File: src/rtl/mr_pkg.sv
// Shared types and constants for the Miller-Rabin prime tester.
// Used by the controller, the datapath and the modular multiplier.
// No dependencies.
package mr_pkg;

    localparam int MR_NUM_WIDTH = 32;
    localparam int MR_CAND_W    = 32;
    localparam int MR_NUM_BASES = 4;
    localparam int MR_SMALL_LIMIT = 11;

    localparam logic [2:0] MR_BASES [MR_NUM_BASES] = '{3'd2, 3'd3, 3'd5, 3'd7};

    typedef struct packed {
        logic load;
        logic strip;
        logic pow_init;
        logic mul_start;
        logic mul_sq;
        logic acc_load;
        logic ebit_dec;
        logic sq_inc;
        logic base_next;
    } mr_cmd_t;

    typedef struct packed {
        logic below_limit;
        logic small_prime;
        logic m_odd;
        logic e_bit;
        logic ebit_zero;
        logic v_one;
        logic v_nm1;
        logic sq_lt_k;
        logic last_base;
        logic mul_done;
    } mr_sts_t;

endpackage

File: src/rtl/mr_modmul.sv
// Shift-add modular multiplier: one modular add per cycle, a doubling and a conditional add per bit.
// Depends on mr_pkg.
module mr_modmul import mr_pkg::*; #(
    parameter int NUM_WIDTH = MR_NUM_WIDTH
) (
    input  logic                 aclk,
    input  logic                 aresetn,
    input  logic                 start,
    input  logic [NUM_WIDTH-1:0] x,
    input  logic [NUM_WIDTH-1:0] y,
    input  logic [NUM_WIDTH-1:0] n,
    output logic                 done,
    output logic [NUM_WIDTH-1:0] prod
);
    localparam int CW = $clog2(NUM_WIDTH);

    logic                 busy_reg, busy_next;
    logic                 phase_reg, phase_next;
    logic                 done_reg, done_next;
    logic [CW-1:0]        cnt_reg, cnt_next;
    logic [NUM_WIDTH-1:0] acc_reg, x_reg, y_reg;
    logic [NUM_WIDTH-1:0] addend;
    logic [NUM_WIDTH:0]   sum;
    logic [NUM_WIDTH:0]   red;
    logic [NUM_WIDTH-1:0] red_low;

    assign addend  = phase_reg ? x_reg : acc_reg;
    assign sum     = {1'b0, acc_reg} + {1'b0, addend};
    assign red     = (sum >= {1'b0, n}) ? (sum - {1'b0, n}) : sum;
    assign red_low = red[NUM_WIDTH-1:0];

    always_comb begin
        busy_next  = busy_reg;
        phase_next = phase_reg;
        cnt_next   = cnt_reg;
        done_next  = 1'b0;
        if (start) begin
            busy_next  = 1'b1;
            phase_next = 1'b0;
            cnt_next   = CW'(NUM_WIDTH - 1);
        end else if (busy_reg) begin
            phase_next = ~phase_reg;
            if (phase_reg) begin
                if (cnt_reg == '0) begin
                    busy_next = 1'b0;
                    done_next = 1'b1;
                end else begin
                    cnt_next = cnt_reg - 1'b1;
                end
            end
        end
    end

    always_ff @(posedge aclk) begin
        if (!aresetn) begin
            busy_reg  <= 1'b0;
            phase_reg <= 1'b0;
            done_reg  <= 1'b0;
            cnt_reg   <= '0;
        end else begin
            busy_reg  <= busy_next;
            phase_reg <= phase_next;
            done_reg  <= done_next;
            cnt_reg   <= cnt_next;
        end
    end

    always_ff @(posedge aclk) begin
        if (start) begin
            acc_reg <= '0;
            x_reg   <= x;
            y_reg   <= y;
        end else if (busy_reg) begin
            if (!phase_reg) begin
                acc_reg <= red_low;
            end else begin
                if (y_reg[NUM_WIDTH-1]) begin
                    acc_reg <= red_low;
                end
                y_reg <= {y_reg[NUM_WIDTH-2:0], 1'b0};
            end
        end
    end

    assign done = done_reg;
    assign prod = acc_reg;

endmodule

File: src/rtl/mr_datapath.sv
// Datapath of the prime tester: candidate, odd part, power accumulator and counters.
// Depends on mr_pkg and mr_modmul.
module mr_datapath import mr_pkg::*; #(
    parameter int NUM_WIDTH = MR_NUM_WIDTH
) (
    input  logic                 aclk,
    input  logic                 aresetn,
    input  logic [MR_CAND_W-1:0] s_candidate,
    input  mr_cmd_t              cmd,
    output mr_sts_t              sts
);
    localparam int KW = $clog2(NUM_WIDTH + 1);
    localparam int EW = $clog2(NUM_WIDTH);

    logic [NUM_WIDTH-1:0] n_reg, m_reg, acc_reg;
    logic [KW-1:0]        k_reg, sq_reg;
    logic [EW-1:0]        ebit_reg;
    logic [1:0]           base_reg;
    logic [NUM_WIDTH-1:0] n_in, n_minus1, base_val, mul_y, prod;
    logic                 mul_done;

    assign n_in     = NUM_WIDTH'(s_candidate);
    assign n_minus1 = n_reg - 1'b1;
    assign base_val = NUM_WIDTH'(MR_BASES[base_reg]);
    assign mul_y    = cmd.mul_sq ? acc_reg : base_val;

    mr_modmul #(.NUM_WIDTH(NUM_WIDTH)) u_modmul (
        .aclk    (aclk),
        .aresetn (aresetn),
        .start   (cmd.mul_start),
        .x       (acc_reg),
        .y       (mul_y),
        .n       (n_reg),
        .done    (mul_done),
        .prod    (prod)
    );

    always_ff @(posedge aclk) begin
        if (cmd.load) begin
            n_reg    <= n_in;
            m_reg    <= n_in - 1'b1;
            k_reg    <= '0;
            base_reg <= '0;
        end
        if (cmd.strip) begin
            m_reg <= {1'b0, m_reg[NUM_WIDTH-1:1]};
            k_reg <= k_reg + 1'b1;
        end
        if (cmd.pow_init) begin
            acc_reg  <= NUM_WIDTH'(1);
            ebit_reg <= EW'(NUM_WIDTH - 1);
            sq_reg   <= KW'(1);
        end
        if (cmd.acc_load) begin
            acc_reg <= prod;
        end
        if (cmd.ebit_dec) begin
            ebit_reg <= ebit_reg - 1'b1;
        end
        if (cmd.sq_inc) begin
            sq_reg <= sq_reg + 1'b1;
        end
        if (cmd.base_next) begin
            base_reg <= base_reg + 1'b1;
        end
    end

    always_comb begin
        sts.below_limit = n_reg < NUM_WIDTH'(MR_SMALL_LIMIT);
        sts.small_prime = (n_reg == NUM_WIDTH'(MR_BASES[0])) ||
                          (n_reg == NUM_WIDTH'(MR_BASES[1])) ||
                          (n_reg == NUM_WIDTH'(MR_BASES[2])) ||
                          (n_reg == NUM_WIDTH'(MR_BASES[3]));
        sts.m_odd       = m_reg[0];
        sts.e_bit       = m_reg[ebit_reg];
        sts.ebit_zero   = ebit_reg == '0;
        sts.v_one       = acc_reg == NUM_WIDTH'(1);
        sts.v_nm1       = acc_reg == n_minus1;
        sts.sq_lt_k     = sq_reg < k_reg;
        sts.last_base   = base_reg == 2'(MR_NUM_BASES - 1);
        sts.mul_done    = mul_done;
    end

endmodule

File: src/rtl/mr_ctrl.sv
// Controller state machine of the prime tester and its output word register.
// Depends on mr_pkg; drives the datapath through mr_cmd_t.
module mr_ctrl import mr_pkg::*; (
    input  logic    aclk,
    input  logic    aresetn,
    input  logic    s_valid,
    output logic    s_ready,
    output logic    m_valid,
    input  logic    m_ready,
    output logic    m_is_prime,
    output mr_cmd_t cmd,
    input  mr_sts_t sts
);
    localparam logic [3:0] ST_IDLE     = 4'd0;
    localparam logic [3:0] ST_SMALL    = 4'd1;
    localparam logic [3:0] ST_STRIP    = 4'd2;
    localparam logic [3:0] ST_POW_INIT = 4'd3;
    localparam logic [3:0] ST_POW_SQ   = 4'd4;
    localparam logic [3:0] ST_POW_SQ_W = 4'd5;
    localparam logic [3:0] ST_POW_MUL  = 4'd6;
    localparam logic [3:0] ST_POW_MULW = 4'd7;
    localparam logic [3:0] ST_POW_NEXT = 4'd8;
    localparam logic [3:0] ST_TEST     = 4'd9;
    localparam logic [3:0] ST_SQ       = 4'd10;
    localparam logic [3:0] ST_SQ_W     = 4'd11;
    localparam logic [3:0] ST_SQ_CHK   = 4'd12;
    localparam logic [3:0] ST_DONE     = 4'd13;

    logic [3:0] state_reg, state_next;
    logic       verdict_reg, verdict_next;
    logic       m_valid_reg, m_valid_next;
    logic       m_is_prime_reg, m_is_prime_next;
    logic       base_pass;

    assign s_ready = state_reg == ST_IDLE;

    always_comb begin
        cmd             = '0;
        state_next      = state_reg;
        verdict_next    = verdict_reg;
        m_valid_next    = m_valid_reg & ~m_ready;
        m_is_prime_next = m_is_prime_reg;
        base_pass       = 1'b0;
        unique case (state_reg)
            ST_IDLE: begin
                if (s_valid) begin
                    cmd.load   = 1'b1;
                    state_next = ST_SMALL;
                end
            end
            ST_SMALL: begin
                if (sts.below_limit) begin
                    verdict_next = sts.small_prime;
                    state_next   = ST_DONE;
                end else begin
                    state_next = ST_STRIP;
                end
            end
            ST_STRIP: begin
                if (sts.m_odd) begin
                    state_next = ST_POW_INIT;
                end else begin
                    cmd.strip = 1'b1;
                end
            end
            ST_POW_INIT: begin
                cmd.pow_init = 1'b1;
                state_next   = ST_POW_SQ;
            end
            ST_POW_SQ: begin
                cmd.mul_start = 1'b1;
                cmd.mul_sq    = 1'b1;
                state_next    = ST_POW_SQ_W;
            end
            ST_POW_SQ_W: begin
                if (sts.mul_done) begin
                    cmd.acc_load = 1'b1;
                    state_next   = sts.e_bit ? ST_POW_MUL : ST_POW_NEXT;
                end
            end
            ST_POW_MUL: begin
                cmd.mul_start = 1'b1;
                state_next    = ST_POW_MULW;
            end
            ST_POW_MULW: begin
                if (sts.mul_done) begin
                    cmd.acc_load = 1'b1;
                    state_next   = ST_POW_NEXT;
                end
            end
            ST_POW_NEXT: begin
                if (sts.ebit_zero) begin
                    state_next = ST_TEST;
                end else begin
                    cmd.ebit_dec = 1'b1;
                    state_next   = ST_POW_SQ;
                end
            end
            ST_TEST: begin
                if (sts.v_one || sts.v_nm1) begin
                    base_pass = 1'b1;
                end else if (sts.sq_lt_k) begin
                    state_next = ST_SQ;
                end else begin
                    verdict_next = 1'b0;
                    state_next   = ST_DONE;
                end
            end
            ST_SQ: begin
                cmd.mul_start = 1'b1;
                cmd.mul_sq    = 1'b1;
                state_next    = ST_SQ_W;
            end
            ST_SQ_W: begin
                if (sts.mul_done) begin
                    cmd.acc_load = 1'b1;
                    cmd.sq_inc   = 1'b1;
                    state_next   = ST_SQ_CHK;
                end
            end
            ST_SQ_CHK: begin
                if (sts.v_nm1) begin
                    base_pass = 1'b1;
                end else if (sts.sq_lt_k) begin
                    state_next = ST_SQ;
                end else begin
                    verdict_next = 1'b0;
                    state_next   = ST_DONE;
                end
            end
            ST_DONE: begin
                if (!m_valid_reg || m_ready) begin
                    m_valid_next    = 1'b1;
                    m_is_prime_next = verdict_reg;
                    state_next      = ST_IDLE;
                end
            end
            default: begin
                state_next = ST_IDLE;
            end
        endcase

        if (base_pass) begin
            if (sts.last_base) begin
                verdict_next = 1'b1;
                state_next   = ST_DONE;
            end else begin
                cmd.base_next = 1'b1;
                state_next    = ST_POW_INIT;
            end
        end
    end

    always_ff @(posedge aclk) begin
        if (!aresetn) begin
            state_reg   <= ST_IDLE;
            m_valid_reg <= 1'b0;
        end else begin
            state_reg   <= state_next;
            m_valid_reg <= m_valid_next;
        end
    end

    always_ff @(posedge aclk) begin
        verdict_reg    <= verdict_next;
        m_is_prime_reg <= m_is_prime_next;
    end

    assign m_valid    = m_valid_reg;
    assign m_is_prime = m_is_prime_reg;

endmodule

File: src/rtl/miller_rabin_prime_test_top.sv
// Channel   | Ports                          | Word
// input     | s_valid, s_ready, s_candidate  | 32-bit unsigned candidate
// result    | m_valid, m_ready, m_is_prime   | 1-bit prime flag
//
// One candidate is worked on at a time; the next is taken once its flag is registered.
// Each modular product comes from the shift-add multiplier, and a candidate needs up to
// 4*(NUM_WIDTH + ones(m) + k - 1) products; values below 11 are decided without any
// product. Reset is synchronous and active low.
// A stalled result word holds in its output register while the next candidate runs.
// Depends on mr_pkg, mr_ctrl and mr_datapath.
module miller_rabin_prime_test_top import mr_pkg::*; #(
    parameter int NUM_WIDTH = MR_NUM_WIDTH
) (
    input  logic                 aclk,
    input  logic                 aresetn,
    input  logic                 s_valid,
    output logic                 s_ready,
    input  logic [MR_CAND_W-1:0] s_candidate,
    output logic                 m_valid,
    input  logic                 m_ready,
    output logic                 m_is_prime
);
    mr_cmd_t cmd;
    mr_sts_t sts;

    mr_ctrl u_ctrl (
        .aclk       (aclk),
        .aresetn    (aresetn),
        .s_valid    (s_valid),
        .s_ready    (s_ready),
        .m_valid    (m_valid),
        .m_ready    (m_ready),
        .m_is_prime (m_is_prime),
        .cmd        (cmd),
        .sts        (sts)
    );

    mr_datapath #(.NUM_WIDTH(NUM_WIDTH)) u_datapath (
        .aclk        (aclk),
        .aresetn     (aresetn),
        .s_candidate (s_candidate),
        .cmd         (cmd),
        .sts         (sts)
    );

endmodule

File: config.mk
export PLATFORM = sky130hd
export DESIGN_NAME = miller_rabin_prime_test_top
export DESIGN_NICKNAME = d
export VERILOG_FILES = /design/src/rtl/mr_pkg.sv /design/src/rtl/mr_modmul.sv /design/src/rtl/mr_datapath.sv /design/src/rtl/mr_ctrl.sv /design/src/rtl/miller_rabin_prime_test_top.sv
export SDC_FILE = /design/constraint.sdc
export NUM_CORES = 1
export LEC_CHECK = 0
export ABC_AREA = 1
export BUFFER_PORTS_ARGS = -buffer_cell sky130_fd_sc_hd__clkbuf_2
export CORE_ASPECT_RATIO = 1.1
export CORE_MARGIN = 5
export CORE_UTILIZATION = 55
export CTS_CLUSTER_SIZE = 28
export DETAILED_ROUTE_END_ITERATION = 8
export GPL_ROUTABILITY_DRIVEN = 0
export GPL_TIMING_DRIVEN = 0
export PLACE_DENSITY = 0.71
export SETUP_SLACK_MARGIN = 0.2
export SYNTH_ARGS = -nofsm -noshare
export SYNTH_HDL_FRONTEND = slang
export SYNTH_SLANG_ARGS = --single-unit
File: constraint.sdc
create_clock -name aclk -period 10.3 [get_ports aclk]
set_input_delay 1.03 -clock aclk [delete_from_list [all_inputs] [get_ports aclk]]
set_output_delay 1.03 -clock aclk [all_outputs]
set_load 0.02 [all_outputs]
==> out/metrics.cfg, run 1 <==
[outcome]
run_status=finished clean

[synthesis]
ys_ff_latch=226
number_of_enable_flip_flop_cells_after_synthesis=179
synth_adder_area_share_pct=6.51
synth-simple-area-share_pct=28.5
post_synthesis_sequential_area_ratio_pct=38.6
yosysMostFrequentCell=sky130_fd_sc_hd__nand2_1
dominant_combinational_cell_family_by_area_after_synthesis=simple AND/OR/NAND/NOR gates
synth_top_area_share_pct=32.8
netlist_area_um2=16400
syn-num-nets=2371
compound_gate_fraction_of_synth_area_pct=12.4
synth.mux.area_fraction_pct=0
syn_inst=2251
post_synth.cell_area_avg_um2=7.28
yosysWarnings=0
synth.top_cells.by_area=sky130_fd_sc_hd__edfxtp_1, sky130_fd_sc_hd__nand2_1, sky130_fd_sc_hd__inv_1
most_used_standard_cells_in_the_synthesized_netlist=sky130_fd_sc_hd__nand2_1, sky130_fd_sc_hd__inv_1, sky130_fd_sc_hd__nor2_1, sky130_fd_sc_hd__edfxtp_1, sky130_fd_sc_hd__o21ai_0
ys_async_sr_fraction_pct=0
ys_types=49
yosys.area.top_type=sky130_fd_sc_hd__edfxtp_1
post_synth_top_flop=sky130_fd_sc_hd__edfxtp_1
synthXorXnorAreaFrac_pct=4.86

[flow_run]
drv_cap=0

[detailed_routing]
route.antenna.remaining_nets=0
route.detailed.wl_per_inst_um=18.1
drt_iter0_drc=1296
first_pass_iters=5
vias_per_cell=5.71
route.final.wire_length_um=49100
remaining_routing_drc_violations=0
routed-via-count=15500

[sta]
fin_worst_skew_ns=0.0103
setup_repair_after_global_routing_missed_its_margin=no
max_slew.worst_pin.slew_ns=1.15
totalNegativeSetupSlack_ns=0
setup_viol=0
hold_slack_ns=0.474
timing.max_slew.rel_slack_pct=23.5
final_min_period_over_clock_period_pct=62.6
fmaxAchievable_mhz=155
final_period_minus_worst_setup_slack_ns=6.45
timing.final.max_slew_violations=0
timing_hold_violations_final=0

[critical_path]
crit_buf_inv=4
worstSetupStartpointType=register
worst-setup-path-type=reg -> reg
critPathArrivalTime_ns=6.86
cp_top_family=simple AND/OR/NAND/NOR gates
worstSetupEndpointType=register
crit_path_top_delay_cell=sky130_fd_sc_hd__nor4_1
cp.required_ns=10.71
crit_path_frequent_cell=sky130_fd_sc_hd__nand2_1
crit_path_max_incr_delay_ns=0.66
crit_fanout=10

[floorplan]
placement_rows=66
initial_core_util_pct=55.6
y_dimension_of_the_die_um=191
die_width_um=175
ioPinCount=39
floorplan.core_area_um2=29500
dieArea_um2=33300

[global_route]
grt_start_max_net_pins=40
grt_use_total_pct=28.9
first_global_vias=15000
grt_first_pass_wirelength_um=77000
antenna_found_initial=0
grt-ovfl-total=0

[pwr]
power.density_cell_area_nw_per_um2=293
leakage_nw=8.00
power_w=0.00526
vdd_drop_max_uv=207

[cts]
clkLatencyLatePin_ns=0.53
number_of_buffers_created_by_cts=24
clock_tree.buffer_depth=3
tritoncts=yes
htreeDepth=1
cts.root.buffer_cell=sky130_fd_sc_hd__clkbuf_16
clk_transition_reported_paths_ns=0.06
post_cts_resize_count=0
cts_hold_buffers=0
numClockSinks=226
post_cts.repair.setup_buffers=0

[placed_design]
dp_hpwl_um=39600
port_buffers=38
numPlacedInstances=2664

[layout]
final_layout_size_suffix_gt1_share_pct=5.65
nNetsFinal=2438
final_core_utilization_pct=60.8
diodes=0
area_growth_pct=9.49
post_layout_nonfiller_instances=2710

[hold_path]
hold_path_class=reg -> reg

[cell type report]
cell class              count  area, um2
clock buffers              32        702
multi-input cells        1641       8570
fillers                  2704      11500
clock inverters            12        115
repair buffers             41        265
flip-flops and latches    226       6320
inverters                 334       1250
well taps                 374        468
plain buffers              50        249
[logic make-up after synthesis]
| group | count (synthesis) |
|---|---|
| AND/OR/NAND/NOR | 1092 |
| buffers and inverters | 384 |
| flip-flops | 226 |
| XOR/XNOR | 91 |
| AO/OA/AOI/OAI | 374 |
| adder cells (fa/ha/maj) | 84 |
[per-stage QoR]
| stage | cell area, um2 | setup slack [ns] |
|---|---|---|
| after floorplan | 16400 | 6.04 |
| after global placement | 17000 | 4.02 |
| after global routing | 17900 | 3.69 |
| final | 17900 | 3.85 |
| after detailed placement | 17100 | 4.05 |
| after CTS | 17900 | 4.01 |
[cell usage in the layout, fill, tap and decap left out, types with 6 or more instances in the layout]
cell type,count
sky130_fd_sc_hd__nand3b_1,23
sky130_fd_sc_hd__dfxtp_1,47
sky130_fd_sc_hd__buf_6,7
sky130_fd_sc_hd__o21ai_1,8
sky130_fd_sc_hd__clkbuf_1,34
sky130_fd_sc_hd__xor2_1,65
sky130_fd_sc_hd__xnor2_1,26
sky130_fd_sc_hd__nand3_1,152
sky130_fd_sc_hd__a31oi_1,12
sky130_fd_sc_hd__nor3_1,25
sky130_fd_sc_hd__nand2_1,521
sky130_fd_sc_hd__o21ai_0,167
sky130_fd_sc_hd__a21o_1,12
sky130_fd_sc_hd__a21oi_1,139
sky130_fd_sc_hd__clkbuf_2,39
sky130_fd_sc_hd__nand4_1,30
sky130_fd_sc_hd__nor4_1,19
sky130_fd_sc_hd__buf_2,6
sky130_fd_sc_hd__nor2_1,283
sky130_fd_sc_hd__nand2_2,10
sky130_fd_sc_hd__ha_1,82
sky130_fd_sc_hd__nor2_2,9
sky130_fd_sc_hd__o21bai_1,6
sky130_fd_sc_hd__clkbuf_16,25
sky130_fd_sc_hd__edfxtp_1,179
sky130_fd_sc_hd__o211ai_1,7
sky130_fd_sc_hd__inv_1,330
[final timing paths]
check	slack, ns	from	endpoint	depth (start not counted)
worst min register to register	0.47	u_datapath.acc_reg[6]	u_datapath.u_modmul.x_reg[6]	0
worst max register to register	3.85	u_datapath.u_modmul.phase_reg	u_datapath.u_modmul.prod[24]	28
worst max-delay path	3.85	u_datapath.u_modmul.phase_reg	u_datapath.u_modmul.prod[24]	28
worst min-delay path	0.47	u_datapath.acc_reg[6]	u_datapath.u_modmul.x_reg[6]	0
[layer usage]
layer  share of wire, %  routed length, um  GRT usage (%)
met1                 39              19200           35.9
met2                 47              23000           50.2
met3                7.4               3610           2.33
met4                6.6               3240           16.0
met5                  0                  0              0
[power by group]
part           switching [W]  leakage [nW]  total (W)  internal (W)
clock network       0.000363         0.398   0.000891      0.000528
registers           0.000153          2.02    0.00145       0.00130
logic                0.00194          5.58    0.00292      0.000978
total                0.00246          8.00    0.00526       0.00280
(Power assumes the default switching activity.)
==> run 2: changes to the inputs <==
- ABC_AREA: 1 -> 0
- PLACE_DENSITY: 0.71 -> 0.72
- clock period: 10.3 -> 6.6 ns (I/O delays scaled with it)
==> run 2 against run 1 <==
Design area is 6.6% lower. Critical path depth is 6 lower. First-iteration DRC count is 2.2% lower. Final cell count is 26% lower. Area after synthesis is 7.9% lower. Die area is 7.5% lower. Fmax is 4.1% higher. Hold slack worse by 0.12 ns. Sequential share of layout area is 2.5 points higher. Synthesized cell count is 31% lower. Non-clock buffer count is 11 higher. Critical path type unchanged. Setup slack worse by 3.4 ns.
==> out/metrics.cfg, run 2 <==
[placed_design]
numPlacedInstances=1944
port_buffers=38
dp_hpwl_um=31000

[synthesis]
synth_top_area_share_pct=35.6
post_synth_top_flop=sky130_fd_sc_hd__edfxtp_1
yosysMostFrequentCell=sky130_fd_sc_hd__edfxtp_1
syn_inst=1547
ys_types=84
ys_async_sr_fraction_pct=0
post_synthesis_sequential_area_ratio_pct=41.9
synth.top_cells.by_area=sky130_fd_sc_hd__edfxtp_1, sky130_fd_sc_hd__ha_1, sky130_fd_sc_hd__dfxtp_1
yosys.area.top_type=sky130_fd_sc_hd__edfxtp_1
most_used_standard_cells_in_the_synthesized_netlist=sky130_fd_sc_hd__edfxtp_1, sky130_fd_sc_hd__nand2_1, sky130_fd_sc_hd__o21ai_0, sky130_fd_sc_hd__nor2_1, sky130_fd_sc_hd__a21oi_1
ys_ff_latch=226
number_of_enable_flip_flop_cells_after_synthesis=179
syn-num-nets=1667
yosysWarnings=0
netlist_area_um2=15100
post_synth.cell_area_avg_um2=9.75

[sta]
timing_hold_violations_final=0
timing.max_slew.rel_slack_pct=21.3
timing.final.max_slew_violations=0
fin_worst_skew_ns=0.0108
setup_repair_after_global_routing_missed_its_margin=yes
setup_viol=0
max_slew.worst_pin.slew_ns=1.16
fmaxAchievable_mhz=161
hold_slack_ns=0.350
final_period_minus_worst_setup_slack_ns=6.20
final_min_period_over_clock_period_pct=93.9

[cts]
tritoncts=yes
number_of_buffers_created_by_cts=27
cts_hold_buffers=0
clock_tree.buffer_depth=3
cts.root.buffer_cell=sky130_fd_sc_hd__clkbuf_16
clkLatencyLatePin_ns=0.54
clk_transition_reported_paths_ns=0.06
htreeDepth=1
numClockSinks=226

[layout]
layout.filler_cells=2299
post_layout_nonfiller_instances=1994
final_layout_size_suffix_gt1_share_pct=11.1
diodes=0
area_growth_pct=11.1
nNetsFinal=1737
layout_commonest_cell=sky130_fd_sc_hd__edfxtp_1
layout.cells.most_common_list=sky130_fd_sc_hd__edfxtp_1, sky130_fd_sc_hd__nand2_1, sky130_fd_sc_hd__o21ai_0

[global_route]
grt_start_max_net_pins=38
first_global_vias=12000
antenna_found_initial=0
grt_use_total_pct=25.7
grt-ovfl-total=0
grt_first_pass_wirelength_um=63800

[critical_path]
worstSetupStartpointType=register
worst-setup-path-type=reg -> reg
cp_endpoint=u_datapath.u_modmul.prod[30]
critPathArrivalTime_ns=6.59
reg2reg_setup_slack_ns=0.40
worstSetupEndpointType=register
r2r-start=u_datapath.u_modmul.phase_reg
worst_r2r_endpoint=u_datapath.u_modmul.prod[30]
startpoint=u_datapath.u_modmul.phase_reg
reg2regPathDepth=22
crit_fanout=10
cp.required_ns=7.00

[floorplan]
y_dimension_of_the_die_um=184
dieArea_um2=30800
floorplan.core_area_um2=27000
ioPinCount=39
placement_rows=63
die_width_um=168
initial_core_util_pct=55.8

[hold_path]
hold-path-cell-count=1
hold_path_class=in -> reg

[detailed_routing]
route.detailed.wl_per_inst_um=20.5
route.final.wire_length_um=40900
first_pass_iters=5
route.antenna.remaining_nets=0
vias_per_cell=6.25
drt_iter0_drc=1267
routed-via-count=12500
remaining_routing_drc_violations=0

[outcome]
run_status=finished clean

[flow_run]
drv_cap=0

==> run 2: changes by cell type after synthesis, moves of 21 or more <==
cell,previous run,this run
sky130_fd_sc_hd__o21ai_0,167,111
sky130_fd_sc_hd__a22o_1,1,30
sky130_fd_sc_hd__xor2_1,65,31
sky130_fd_sc_hd__xnor2_1,26,88
sky130_fd_sc_hd__mux2_2,0,37
sky130_fd_sc_hd__and2_1,0,39
sky130_fd_sc_hd__nand3_1,152,52
sky130_fd_sc_hd__nand2_1,522,132
sky130_fd_sc_hd__inv_1,330,79
sky130_fd_sc_hd__nor2_1,283,103
sky130_fd_sc_hd__nand3b_1,23,2
sky130_fd_sc_hd__a21oi_1,139,93
==> run 2: logic make-up (layout without fill, tap and decap cells) <==
group           count (synthesis)  after routing  share of synthesized area [%]
xor+xnor                      119            119                           6.91
flops                         226            226                           41.9
simple gates                  504            504                           17.4
compound gates                408            408                           17.7
fa+ha+maj                      84             84                           7.07
buf+inv                       141            231                           3.67
mux                            65             65                           5.45
==> run 2: metrics by stage <==
step / area (um2) / setup WS, ns / setup TNS, ns / utilization, %
3_5_place_dp: 15800 / -0.773 / -16.57 / 58.3
3_3_place_gp: 15700 / -0.672 / -13.15 / 58.2
4_1_cts: 16700 / 0.223 / 0 / 61.8
2_1_floorplan: 15100 / 0.958 / 0 / -
5_1_grt: 16800 / 0.165 / 0 / 62.0
6_report: 16800 / 0.404 / 0 / 62.0
==> run 2: final cells by class <==
class / instances / area (um2) / area share (%)
sequential: 226 / 6320 / 37.7
buffer: 61 / 275 / 1.64
timing repair buffer: 41 / 233 / 1.39
tap: 357 / 447 / 2.67
clock buffer: 30 / 687 / 4.10
multi-input combinational: 1180 / 8270 / 49.4
clock inverter: 19 / 229 / 1.37
inverter: 80 / 300 / 1.79
==> run 2: worst max-delay path: stages, from the launching register on <==
cell                       delay, ns
sky130_fd_sc_hd__dfxtp_1        0.31
sky130_fd_sc_hd__clkbuf_4       0.24
sky130_fd_sc_hd__clkbuf_4       0.28
sky130_fd_sc_hd__mux2_2         0.36
sky130_fd_sc_hd__ha_1           0.23
sky130_fd_sc_hd__or4_1          0.60
sky130_fd_sc_hd__o22ai_2        0.18
sky130_fd_sc_hd__o21bai_1       0.09
sky130_fd_sc_hd__a21o_1         0.22
sky130_fd_sc_hd__a311oi_1       0.37
sky130_fd_sc_hd__xnor2_1        0.22
sky130_fd_sc_hd__ha_1           0.37
sky130_fd_sc_hd__and3_1         0.20
sky130_fd_sc_hd__o21a_1         0.16
sky130_fd_sc_hd__a311oi_1       0.30
sky130_fd_sc_hd__and3_2         0.29
sky130_fd_sc_hd__a21oi_1        0.11
sky130_fd_sc_hd__a2111o_1       0.48
sky130_fd_sc_hd__a31o_2         0.26
sky130_fd_sc_hd__clkbuf_4       0.24
sky130_fd_sc_hd__clkbuf_4       0.24
sky130_fd_sc_hd__o21ai_0        0.15
sky130_fd_sc_hd__a31oi_1        0.12
==> run 2: timing repair <==
action | 4_1_cts | 5_1_grt
buffers inserted | 0 | 1
cloned | 0 | 0
endpoints found under the setup margin | 32 | 30
pin swaps | 0 | 1
gates resized for setup | 10 | 16
==> run 2: worst min-delay path by stage <==
| stage | start | endpoint | slack, ns |
|---|---|---|---|
| floorplan | u_ctrl.verdict_reg | u_ctrl.m_is_prime | 0.41 |
| global placement | u_ctrl.verdict_reg | u_ctrl.m_is_prime | 0.43 |
| detailed placement | u_ctrl.verdict_reg | u_ctrl.m_is_prime | 0.43 |
| CTS | s_candidate[31] | u_datapath.n_reg[31] | 0.33 |
| global route | s_candidate[31] | u_datapath.n_reg[31] | 0.34 |
| finish | s_candidate[31] | u_datapath.n_reg[31] | 0.35 |
==> run 2: routing by layer <==
layer	vias up	GRT usage (%)	wire [um]
li1	5941	-	-
met1	5932	32.3	16700
met2	475	44.5	19400
met3	107	4.62	3200
met4	0	9.55	1600
met5	-	0	0
Power of run 2 is left out: the tool's default activity adds up to more than one toggle a clock period on the data nets, which glitch-free logic cannot reach.
==> run 3: changes to the inputs <==
- PLACE_DENSITY: 0.72 -> 0.8
==> run 3 against run 2 <==
Sequential share of layout area rose by 0.18 points. Register-to-register slack better by 0.04 ns. Via count up 2.3%. Utilization down 0.30 points. Fmax increased by 0.69%. Wire length shrank 0.24%. Highest routed layer unchanged.
==> out/metrics.cfg, run 3 (synthesized netlist as in run 2, its figures left out) <==
[placed_design]
port_buffers=38
dp_hpwl_um=30700
placed_cell_area_um2=15800

[floorplan]
initial_core_util_pct=55.8
die_width_um=168
placement_rows=63
floorplan.core_area_um2=27000
y_dimension_of_the_die_um=184
dieArea_um2=30800
ioPinCount=39

[global_route]
grt_use_total_pct=25.6
grt-ovfl-total=0
first_global_vias=12200
grt_first_pass_wirelength_um=63800
antenna_found_initial=0
grt_start_max_net_pins=38

[hold_path]
hold_path_class=in -> reg
min_from=s_candidate[17]

[layout]
layout_commonest_cell=sky130_fd_sc_hd__edfxtp_1
layout.cells.most_common_list=sky130_fd_sc_hd__edfxtp_1, sky130_fd_sc_hd__nand2_1, sky130_fd_sc_hd__o21ai_0
area_growth_pct=10.5
final_layout_size_suffix_gt1_share_pct=10.7
diodes=0
fin_area_um2=16700
nNetsFinal=1734

[cts]
number_of_buffers_created_by_cts=25
cts.root.buffer_cell=sky130_fd_sc_hd__clkbuf_16
clock_tree.buffer_depth=3
tritoncts=yes
numClockSinks=226
cts_hold_buffers=0
clkLatencyLatePin_ns=0.53
htreeDepth=1
clk_transition_reported_paths_ns=0.06

[detailed_routing]
drt_iter0_drc=1373
route.final.wire_length_um=40800
remaining_routing_drc_violations=0
route.antenna.remaining_nets=0
route.detailed.wl_per_inst_um=20.5
routed-via-count=12700
first_pass_iters=6
vias_per_cell=6.41

[sta]
timing.max_slew.rel_slack_pct=19.6
totalNegativeSetupSlack_ns=0
timing_hold_violations_final=0
setup_viol=0
max_slew.worst_pin.slew_ns=1.19
final_period_minus_worst_setup_slack_ns=6.15
fin_worst_skew_ns=0.0246
timing.final.max_slew_violations=0
final_min_period_over_clock_period_pct=93.2
fmaxAchievable_mhz=163
setup_repair_after_global_routing_missed_its_margin=no

[critical_path]
r2r-start=u_datapath.u_modmul.phase_reg
startpoint=u_datapath.u_modmul.phase_reg
worstSetupEndpointType=register
cp.required_ns=6.97
worst-setup-path-type=reg -> reg
critPathArrivalTime_ns=6.53
worstSetupStartpointType=register
crit_fanout=10

[outcome]
run_status=finished clean

[flow_run]
drv_cap=0

[run 3: timing repair]
action,4_1_cts,5_1_grt
setup endpoints to repair,32,31
resized for setup,7,21
buffers inserted,0,0
pin swaps,0,1
[run 3: critical path, cell delays in order, from the launching register on]
cell	delay [ns]
sky130_fd_sc_hd__dfxtp_1	0.30
sky130_fd_sc_hd__buf_2	0.26
sky130_fd_sc_hd__mux2_2	0.37
sky130_fd_sc_hd__ha_1	0.21
sky130_fd_sc_hd__fa_1	0.45
sky130_fd_sc_hd__a211oi_1	0.24
sky130_fd_sc_hd__nor2_1	0.16
sky130_fd_sc_hd__o22ai_1	0.26
sky130_fd_sc_hd__o21bai_1	0.10
sky130_fd_sc_hd__a21o_1	0.23
sky130_fd_sc_hd__a311oi_2	0.32
sky130_fd_sc_hd__xnor2_1	0.21
sky130_fd_sc_hd__ha_1	0.36
sky130_fd_sc_hd__and3_1	0.20
sky130_fd_sc_hd__o21a_1	0.16
sky130_fd_sc_hd__a311oi_1	0.29
sky130_fd_sc_hd__and3_2	0.29
sky130_fd_sc_hd__a21oi_1	0.11
sky130_fd_sc_hd__a2111o_1	0.49
sky130_fd_sc_hd__a31o_2	0.27
sky130_fd_sc_hd__clkbuf_4	0.23
sky130_fd_sc_hd__clkbuf_4	0.24
sky130_fd_sc_hd__o21ai_0	0.14
sky130_fd_sc_hd__a31oi_1	0.11
[run 3: metrics by stage]
stage | cells | hold WS, ns | worst slack, ns | util, %
2_1_floorplan | 1547 | 0.409 | 0.958 | -
3_3_place_gp | 1942 | 0.425 | -0.525 | 58.2
3_5_place_dp | 1944 | 0.428 | -0.544 | 58.3
4_1_cts | 1989 | 0.345 | 0.270 | 61.5
5_1_grt | 1989 | 0.348 | 0.212 | 61.7
6_report | 1989 | 0.369 | 0.447 | 61.7
[run 3: path summary, 6_finish.rpt]
path	end	cells after the start	slack [ns]
setup / recovery	u_datapath.u_modmul.prod[30]	23	0.45
hold / removal	u_datapath.n_reg[17]	1	0.37
setup reg to reg	u_datapath.u_modmul.prod[30]	23	0.45
hold reg to reg	u_ctrl.m_is_prime	0	0.45
[run 3: final cells by class]
type	count	area [um2]
fill	2186	10400
multi-input combinational	1180	8280
sequential	226	6320
clock buffer	35	683
tap	357	447
inverter	80	300
buffer	61	273
timing repair buffer	40	225
clock inverter	10	155
[run 3: layer usage]
metal	routed length [um]	GRT usage (%)	up-vias	part of all wire, %
met5	0	0	-	0
met4	1770	10.0	0	4.3
met3	3160	2.69	122	7.7
met2	19500	43.8	642	48
met1	16400	33.4	6057	40
li1	-	-	5926	-
Power of run 3 is left out for the same reason.
